$ cat src/rtl/mnp_pkg.sv
// shared constants and control/status types of the midi note-on parser
`default_nettype none
package mnp_pkg;

   // key range that notes are folded into
   localparam logic [7:0] FIRST_KEY = 8'd48;
   localparam logic [7:0] KEY_COUNT = 8'd24;
   localparam logic [7:0] KEY_LAST  = FIRST_KEY + KEY_COUNT - 8'd1;
   localparam logic [7:0] OCTAVE    = 8'd12;

   // midi codes
   localparam logic [3:0] NO_COMMAND   = 4'hF;
   localparam logic [3:0] NO_CHANNEL   = 4'hF;
   localparam logic [7:0] NO_NOTE      = 8'hFF;
   localparam logic [3:0] CMD_NOTE_OFF = 4'h8;
   localparam logic [3:0] CMD_NOTE_ON  = 4'h9;
   localparam logic [3:0] ALL_CHANNELS = 4'd9;
   localparam logic [3:0] SYS_NIBBLE   = 4'hF;

   // register indexes
   localparam logic CSR_MY_CHANNEL = 1'b0;

   // controller to datapath
   typedef struct packed {
      logic take;       // byte accepted this cycle
      logic fold_step;  // move folded note one octave
      logic emit;       // load key into output register
   } ctrl_cmd_type;

   // datapath to controller
   typedef struct packed {
      logic hit;        // current byte completes a note-on for us
      logic fold_done;  // folded note is inside the key range
   } dp_status_type;

endpackage
`default_nettype wire

$ cat src/rtl/mnp_ctrl.sv
// controller state machine of the midi note-on parser
`default_nettype none
module mnp_ctrl (
   input  wire                    clock,
   input  wire                    reset,
   input  wire                    req_valid,
   output logic                   req_ready,
   output logic                   rsp_valid,
   input  wire                    rsp_ready,
   input  mnp_pkg::dp_status_type status,
   output mnp_pkg::ctrl_cmd_type  cmd
);
   import mnp_pkg::*;

   typedef enum logic {ST_IDLE, ST_FOLD} state_type;

   state_type state_ff, state_in;
   logic      rsp_valid_ff, rsp_valid_in;
   logic      out_free;

   assign req_ready = (state_ff == ST_IDLE);
   assign rsp_valid = rsp_valid_ff;
   assign out_free  = !rsp_valid_ff || rsp_ready;

   // commands and next state
   always_comb begin
      cmd          = '0;
      state_in     = state_ff;
      rsp_valid_in = rsp_valid_ff && !rsp_ready;
      case (state_ff)
         ST_IDLE: begin
            cmd.take = req_valid;
            if (req_valid && status.hit) begin
               state_in = ST_FOLD;
            end
         end
         ST_FOLD: begin
            if (!status.fold_done) begin
               cmd.fold_step = 1'b1;
            end else if (out_free) begin
               cmd.emit     = 1'b1;
               rsp_valid_in = 1'b1;
               state_in     = ST_IDLE;
            end
         end
         default: begin
            state_in = ST_IDLE;
         end
      endcase
   end

   // state and output valid
   always_ff @(posedge clock) begin
      if (reset) begin
         state_ff     <= ST_IDLE;
         rsp_valid_ff <= 1'b0;
      end else begin
         state_ff     <= state_in;
         rsp_valid_ff <= rsp_valid_in;
      end
   end

endmodule
`default_nettype wire

$ cat src/rtl/mnp_dp.sv
// datapath of the midi note-on parser: running status, octave folding, output key
`default_nettype none
module mnp_dp (
   input  wire                    clock,
   input  wire                    reset,
   input  wire  [7:0]             rx_byte,
   input  wire  [3:0]             my_channel,
   input  mnp_pkg::ctrl_cmd_type  cmd,
   output mnp_pkg::dp_status_type status,
   output logic [5:0]             key_index
);
   import mnp_pkg::*;

   logic [3:0] command_ff, command_in;
   logic [3:0] channel_ff, channel_in;
   logic [7:0] pending_ff, pending_in;
   logic [7:0] fold_ff;
   logic [5:0] key_ff;
   logic [7:0] key_full;

   logic is_status, is_system, note_cmd, chan_ok, below, above;

   // byte decode
   assign is_status = rx_byte[7];
   assign is_system = (rx_byte[7:4] == SYS_NIBBLE);
   assign note_cmd  = (command_ff == CMD_NOTE_OFF) || (command_ff == CMD_NOTE_ON);
   assign chan_ok   = (channel_ff == my_channel) || (my_channel == ALL_CHANNELS);

   // velocity byte of an accepted note-on with nonzero velocity
   assign status.hit = !is_status && note_cmd && (pending_ff != NO_NOTE) && chan_ok &&
                       (command_ff == CMD_NOTE_ON) && (rx_byte != 8'd0);

   // running status update
   always_comb begin
      command_in = command_ff;
      channel_in = channel_ff;
      pending_in = pending_ff;
      if (is_status) begin
         if (!is_system) begin
            command_in = rx_byte[7:4];
            channel_in = rx_byte[3:0];
            pending_in = NO_NOTE;
         end
      end else if (note_cmd) begin
         if (pending_ff == NO_NOTE) begin
            pending_in = rx_byte;
         end else begin
            pending_in = NO_NOTE;
         end
      end
   end

   always_ff @(posedge clock) begin
      if (reset) begin
         command_ff <= NO_COMMAND;
         channel_ff <= NO_CHANNEL;
         pending_ff <= NO_NOTE;
      end else if (cmd.take) begin
         command_ff <= command_in;
         channel_ff <= channel_in;
         pending_ff <= pending_in;
      end
   end

   // octave folding, one octave a cycle
   assign below            = (fold_ff < FIRST_KEY);
   assign above            = (fold_ff > KEY_LAST);
   assign status.fold_done = !below && !above;

   always_ff @(posedge clock) begin
      if (cmd.take) begin
         fold_ff <= {1'b0, pending_ff[6:0]};
      end else if (cmd.fold_step) begin
         fold_ff <= below ? (fold_ff + OCTAVE) : (fold_ff - OCTAVE);
      end
   end

   // output key register
   assign key_full = fold_ff - FIRST_KEY;

   always_ff @(posedge clock) begin
      if (cmd.emit) begin
         key_ff <= key_full[5:0];
      end
   end

   assign key_index = key_ff;

endmodule
`default_nettype wire

$ cat src/rtl/midi_note_on_parser.sv
// top level of the midi note-on parser with configuration register
//
//  channel  direction  handshake            payload
//  req      in         req_tvalid/tready    tdata[7:0] rx_byte
//  rsp      out        rsp_tvalid/tready    tdata[5:0] key_index, [7:6] zero
//  csr      in         apb psel/penable     pwdata[3:0] my_channel at index 0
//
//  a byte that yields no key is taken; req_tready stays high after it
//  a note-on that yields a key closes req_tready; the fold loop moves the note one
//  octave per cycle into the key range, then the key goes to the output register
//  the output register holds one key; a stalled rsp side holds the fold
//  state until the register frees, then the block reopens for bytes
//  reset is synchronous, active high, and clears running status and my_channel
`default_nettype none
module midi_note_on_parser (
   input  wire         clock,
   input  wire         reset,
   input  wire         req_tvalid,
   output logic        req_tready,
   input  wire  [7:0]  req_tdata,   // [7:0] rx_byte
   output logic        rsp_tvalid,
   input  wire         rsp_tready,
   output logic [7:0]  rsp_tdata,   // [5:0] key_index, [7:6] zero
   input  wire         csr_psel,
   input  wire         csr_penable,
   input  wire         csr_pwrite,
   input  wire  [2:0]  csr_paddr,
   input  wire  [31:0] csr_pwdata,
   output logic [31:0] csr_prdata,
   output logic        csr_pready
);
   import mnp_pkg::*;

   ctrl_cmd_type  cmd;
   dp_status_type status;
   logic [3:0]    my_channel_ff;
   logic [5:0]    key_index;
   logic          csr_index;

   // configuration register
   assign csr_pready = 1'b1;
   assign csr_index  = csr_paddr[2];

   always_ff @(posedge clock) begin
      if (reset) begin
         my_channel_ff <= 4'd0;
      end else if (csr_psel && csr_penable && csr_pwrite && csr_pready &&
                   (csr_index == CSR_MY_CHANNEL)) begin
         my_channel_ff <= csr_pwdata[3:0];
      end
   end

   assign csr_prdata = (csr_index == CSR_MY_CHANNEL) ? {28'd0, my_channel_ff} : 32'd0;

   // controller
   mnp_ctrl u_ctrl (
      .clock     (clock),
      .reset     (reset),
      .req_valid (req_tvalid),
      .req_ready (req_tready),
      .rsp_valid (rsp_tvalid),
      .rsp_ready (rsp_tready),
      .status    (status),
      .cmd       (cmd)
   );

   // datapath
   mnp_dp u_dp (
      .clock      (clock),
      .reset      (reset),
      .rx_byte    (req_tdata),
      .my_channel (my_channel_ff),
      .cmd        (cmd),
      .status     (status),
      .key_index  (key_index)
   );

   assign rsp_tdata = {2'b00, key_index};

   // a shown key always lies inside the key range
   a_key_range: assert property (@(posedge clock) disable iff (reset)
      rsp_tvalid |-> ({2'b00, rsp_tdata[5:0]} < KEY_COUNT))
      else $error("key index out of range");

   // a note-on hit closes the input while folding
   a_hit_busy: assert property (@(posedge clock) disable iff (reset)
      (req_tvalid && req_tready && status.hit) |=> !req_tready)
      else $error("input open after a note-on hit");

   // a byte that is no hit leaves the input open
   a_miss_open: assert property (@(posedge clock) disable iff (reset)
      (req_tvalid && req_tready && !status.hit) |=> req_tready)
      else $error("input closed after a byte without a key");

   // a key is emitted only out of a folded, in-range note
   a_emit_done: assert property (@(posedge clock) disable iff (reset)
      cmd.emit |-> status.fold_done)
      else $error("key emitted before folding finished");

endmodule
`default_nettype wire

$ cat config.mk
export PLATFORM = sky130hd
export DESIGN_NAME = midi_note_on_parser
export DESIGN_NICKNAME = d
export VERILOG_FILES = /design/src/rtl/mnp_pkg.sv /design/src/rtl/mnp_ctrl.sv /design/src/rtl/mnp_dp.sv /design/src/rtl/midi_note_on_parser.sv
export SDC_FILE = /design/constraint.sdc
export NUM_CORES = 1
export LEC_CHECK = 0
export BUFFER_PORTS_ARGS = -buffer_cell sky130_fd_sc_hd__buf_2
export CORE_MARGIN = 2
export CORE_UTILIZATION = 30
export CTS_BUF_LIST = sky130_fd_sc_hd__clkbuf_16
export CTS_CLUSTER_SIZE = 25
export DETAILED_ROUTE_END_ITERATION = 8
export PLACE_DENSITY = 0.54
export SYNTH_ARGS = -nofsm -noshare
export SYNTH_HDL_FRONTEND = slang
export SYNTH_SLANG_ARGS = --single-unit
export TNS_END_PERCENT = 5
$ cat constraint.sdc
create_clock -name clock -period 3 [get_ports clock]
set_clock_uncertainty 0.15 [all_clocks]
set_input_delay 0 -clock clock [delete_from_list [all_inputs] [get_ports clock]]
set_output_delay 0 -clock clock [all_outputs]
set_load 0.05 [all_outputs]
## Word-level counts from Yosys, hierarchy flattened

Index checks and enable logic that the tools add are counted.
W data, S select, Z words.

- $add $sub $neg: 3
- Multipliers: 0
- Divide/modulo/power cells: 0
- Order comparisons: 2
- Equality and inequality tests: 7
- Shift-type cells: 0
- Multiplexer cells: 20
- Bitwise operators: 3
- Reductions and logical operators: 25

Operator list:

| operator | number |
|---|---|
| $mux W8 | 5 |
| $mux W7 | 2 |
| $logic_and A1 B1 Y1 | 11 |
| $mux W1 | 10 |
| $add A8 B4 Y8 const B | 1 |
| $eq A4 B4 Y1 const B | 2 |
| $eq A8 B8 Y1 const B | 1 |
| $gt A8 B7 Y1 const B | 1 |
| $lt A8 B6 Y1 const B | 1 |
| $ne A8 B8 Y1 const B | 1 |
| $reduce_bool A8 Y1 | 1 |
| $sub A8 B4 Y8 const B | 1 |
| $reduce_and A3 Y1 | 2 |
| $sub A6 B6 Y6 const B | 1 |
| $logic_not A1 Y1 | 5 |
| $eq A4 B4 Y1 | 1 |
| $mux W4 | 1 |
| $reduce_bool A2 Y1 | 2 |
| $eq A3 B1 Y1 const B | 1 |
| $logic_not A3 Y1 | 1 |
| $logic_or A1 B1 Y1 | 3 |
| $not A1 Y1 | 3 |
| $mux W2 | 1 |
| $ne A2 B2 Y1 const B | 1 |
| $pmux W1 S2 | 1 |

- Flip-flop bits (word level): 35
- Bits in latches: 0
- RAM bits: 0
- Bits in read-only memories: 0
- Output and inout port bits: 43
- Word-level logic and storage cells: 69
- Memories kept: 0

## Longest topological paths before layout

- Depth in word-level cells: 10
- Gate-level depth with buffers: 8
- Gate-level depth less buffers: 8

## Cells and area by module

Synthesis repeated with hierarchy kept, for this count alone.

- Cells, all modules: 203
- Area, all modules: 2040.7 µm²

Modules (own cells, without submodules):

| module | instances | cells an instance | area an instance (µm²) | seq. area each (µm²) |
|---|---|---|---|---|
| mnp_dp | 1 | 137 | 1476.4 | 710.7 |
| midi_note_on_parser | 1 | 55 | 466.7 | 80.1 |
| mnp_ctrl | 1 | 11 | 97.6 | 40.0 |

## Least setup slack after synthesis

Ideal clock, no wire load.

- Path kind: reg-to-reg
- From: register u_dp.fold_ff[4]
- To: register u_dp.fold_ff[7]
- Library setup time: 0.085 ns
- Arrival time: 2.235 ns
- Required time: 2.765 ns
- Slack: 0.530 ns
- Stages on the path, launching flop included: 8
- Buffers on the path: 0
- Clock period less this slack: 2.470 ns
- Path through: edfxtp_1 -> ha_1 -> or3_1 -> ha_1 -> and3_4 -> a221o_1 -> o31a_1 -> o31ai_2

- Longest elaborated chain between the ends: 5

RTL lines:

| item | RTL line | RTL |
|---|---|---|
| start: declaration | mnp_dp.sv:17 | `logic [7:0] fold_ff;` |
| start signal: assignment | mnp_dp.sv:72 | `fold_ff <= {1'b0, pending_ff[6:0]};` |
| start signal: assignment | mnp_dp.sv:74 | `fold_ff <= below ? (fold_ff + OCTAVE) : (fold_ff - OCTAVE);` |
| $lt A8 B6 Y1 / $gt A8 B7 Y1 (equally long branches) | mnp_dp.sv:66, mnp_dp.sv:67 |  |
| $logic_not A1 Y1 | mnp_dp.sv:68 | `assign status.fold_done = !below && !above;` |
| $logic_and A1 B1 Y1 | mnp_dp.sv:68 |  |
| $mux W1 | mnp_ctrl.sv:38 | `if (!status.fold_done) begin` |
| $mux W2 | mnp_ctrl.sv:30 | `case (state_ff)` |

Parallel ways exist; a longest one is shown, timed or not.
A chain may end at the register's enable or synchronous reset.

## Worst setup path after layout

Same ends and word-level chain as after synthesis.

==> results.cfg <==
[logic_synthesis]
postSynth.asyncResetShare = 0
synth_top_family_by_area = simple AND/OR/NAND/NOR gates
synth-xor-area-share = 0.0310
yosysSeqAreaShare = 0.420
synth_area_leaders = dfxtp_1, edfxtp_1, buf_4, mux2i_1, ha_1
yosys.area_share.simple = 0.165
synthAdderAreaFrac = 0.0544
syn_inst = 192
netlist-cell-type-count = 49
synth.largest_area_cell = dfxtp_1
synth_flop_cell = dfxtp_1
avgSynthCellArea_sq_um = 10.3
synthesis.area_sq_um = 1980
synthMuxAreaShare = 0.0759
synth_compound_area_frac = 0.106
yosys_warnings = 0
ys_seq_elements = 35
synth_top_area_frac = 0.223
synth_edf_count = 13

[worst_setup_path]
path_class = register to register
crit_fanout = 4
cp.required_ns = 3.05
crit_path_start_kind = register
rr_startpoint = u_dp.fold_ff[4]
crit_arrival_ns = 2.68
end_kind = register
crit_path_start = u_dp.fold_ff[4]

[power_and_ir_drop]
swShare = 0.278
clock_power_share = 0.424
peakVddDrop_mv = 0.296
power.internal_mw = 1.08
p_comb_frac = 0.213
p_switching_uw = 414
p_leak_nw = 1.15
seqPwrFrac = 0.363
power.density_nw_per_um2 = 605

[placement]
placed_cells = 295
io_buffers = 31
place_hpwl_microns = 2710
pre_cts_slack_ns = 0.398
gp_congestion = 0.710

[clock_tree]
ctsResizeCount = 0
cts_made_buffers = 5
clk_pin_slew_ns = 0.05
cts.sinks = 35
worstSkewPairLatency_ns = 0.28
clock_path_buffers = 2
cts_root_buffer = clkbuf_16
cts_tree = built
htreeDepth = 2

[grt]
grt_max_degree = 14
grt_pass1_vias = 1268
grt_pass1_wl_microns = 6070
antenna_found_initial = 0
grt_util_all_layers = 0.107
grt_overflow = 0

[layout]
insertedDiodeCount = 0
final_util = 0.389
fin_cells = 322
drive_above_1_share = 0.208
nets = 302
fillCellCount = 637
synthToLayoutAreaGrowth_pct = 24.9

[route]
wl_per_cell_microns = 11.6
ant_nets = 0
detail_route.vias_per_cell = 4.38
totalWireLength_microns = 3750
vias = 1409
drtIter0Drc = 56
drc = 0
drt_first_pass_iters = 4

[floorplanning]
die_x_microns = 85.2
pin_count = 93
die-area_sq_um = 7250
die_h_microns = 85.2
core_sq_um = 6350
core.rowCount = 29
start_util = 0.311

[hold_path]
hold_path_class = input port to output port
min_from = csr_paddr[2]

[timing]
fin_tns_setup_ns = 0
finalHoldViolations = 0
fin_crit_sh = 0.876
rsz0062_at_grt = no
finalMaxSlewViolations = 0
setup_viol_count_final = 0
fmax_ghz = 0.380
whs_ns = 0.211
timing.final.ws_setup_ns = 0.371
min_period_ns = 2.63

[outcome]
status = completed

[flow_run]
maxCapViolCount = 0
placed cells by master, fill, tap and decap left out, drive strengths merged, types with 4 or more instances in the layout:
cell and count:
a21oi 4, buf 32, clkbuf 6, conb 31
dfxtp 22, dlygate4sd3 19, edfxtp 13, ha 7
inv 10, mux2i 15, nand2 16, nand3 6
nor2 9, nor2b 5, o21ai 4, xnor2 5
cells by family after synthesis:
group | after synthesis
xor gates and xnor gates | 7
muxes | 15
adders and majority gates | 8
AOI/OAI and AO/OA | 24
DFF | 35
other | 2
buffers and inverters | 44
and+or+nand+nor | 57
cell usage after synthesis (2+ instances only):
cell	instances
buf_4	31
dfxtp_1	22
mux2i_1	15
nand2_1	15
edfxtp_1	13
nor2_1	9
inv_1	8
ha_1	7
nand3_1	5
nor2b_1	5
xnor2_1	5
a21oi_1	4
o21ai_0	4
and2_1	3
nand3b_1	3
nor4_1	3
a21boi_0	2
a21o_1	2
and4_1	2
buf_2	2
clkbuf_1	2
conb_1	2
xor2_1	2
power by group through the flow:
stage	registers, mW	clock network [mW]	logic (mW)
floorplan	0.544	0	0.285
global placement	0.550	0	0.299
detailed placement	0.551	0	0.301
CTS	0.541	0.643	0.319
global route	0.545	0.663	0.350
finish	0.542	0.632	0.318
state kept, by name, summed over array words and instances (netlist names):
register          cells
u_dp.key_index        6
u_dp.command_ff       3
my_channel_ff         4
u_dp.fold_ff          8
u_dp.channel_ff       4
u_ctrl.rsp_valid      1
u_dp.pending_ff       8
u_ctrl.state_ff       1
final cells by class:
| class | count | area (sq um) | area share |
|---|---|---|---|
| tap | 77 | 96.3 | 0.0390 |
| multi-input combinational | 142 | 971 | 0.393 |
| clock inverter | 2 | 33.8 | 0.0137 |
| clock buffer | 6 | 150 | 0.0608 |
| timing repair buffer | 51 | 353 | 0.143 |
| inverter | 9 | 33.8 | 0.0137 |
| sequential | 35 | 831 | 0.337 |
layer usage:
layer	routed length [microns]	vias up	track usage
met5	0	-	0
met4	77	0	0.0519
met3	150	7	0.0204
met2	1750	37	0.163
met1	1780	650	0.145
li1	-	715	-
critical path, cell delays in order (launching register included):
cell and delay, ns:
edfxtp_1 0.45, ha_1 0.24, or3_1 0.42, ha_1 0.35, and3_4 0.19, a221o_1 0.33
o31a_1 0.25, o31ai_2 0.16
path summary, 6_finish.rpt:
| kind | end | slack (ns) | depth (start not counted) |
|---|---|---|---|
| max | u_dp.fold_ff[7] | 0.37 | 7 |
| max reg2reg | u_dp.fold_ff[7] | 0.37 | 7 |
| min reg2reg | u_dp.key_index[1] | 0.32 | 0 |
| min | csr_prdata[0] | 0.21 | 3 |
per-stage QoR:
stage               total power [mW]  instance area, sq um
floorplan                      0.829                  2090
global placement               0.849                  2090
detailed placement             0.852                  2090
CTS                             1.50                  2470
global route                    1.56                  2470
finish                          1.49                  2470
repair_timing:
| action | in CTS | in global routing |
|---|---|---|
| buffers inserted | 0 | 0 |
| hold buffers | 19 | 0 |
| hold endpoints to repair | 21 | 0 |
Note: power is estimated with default switching activity, not from simulation.
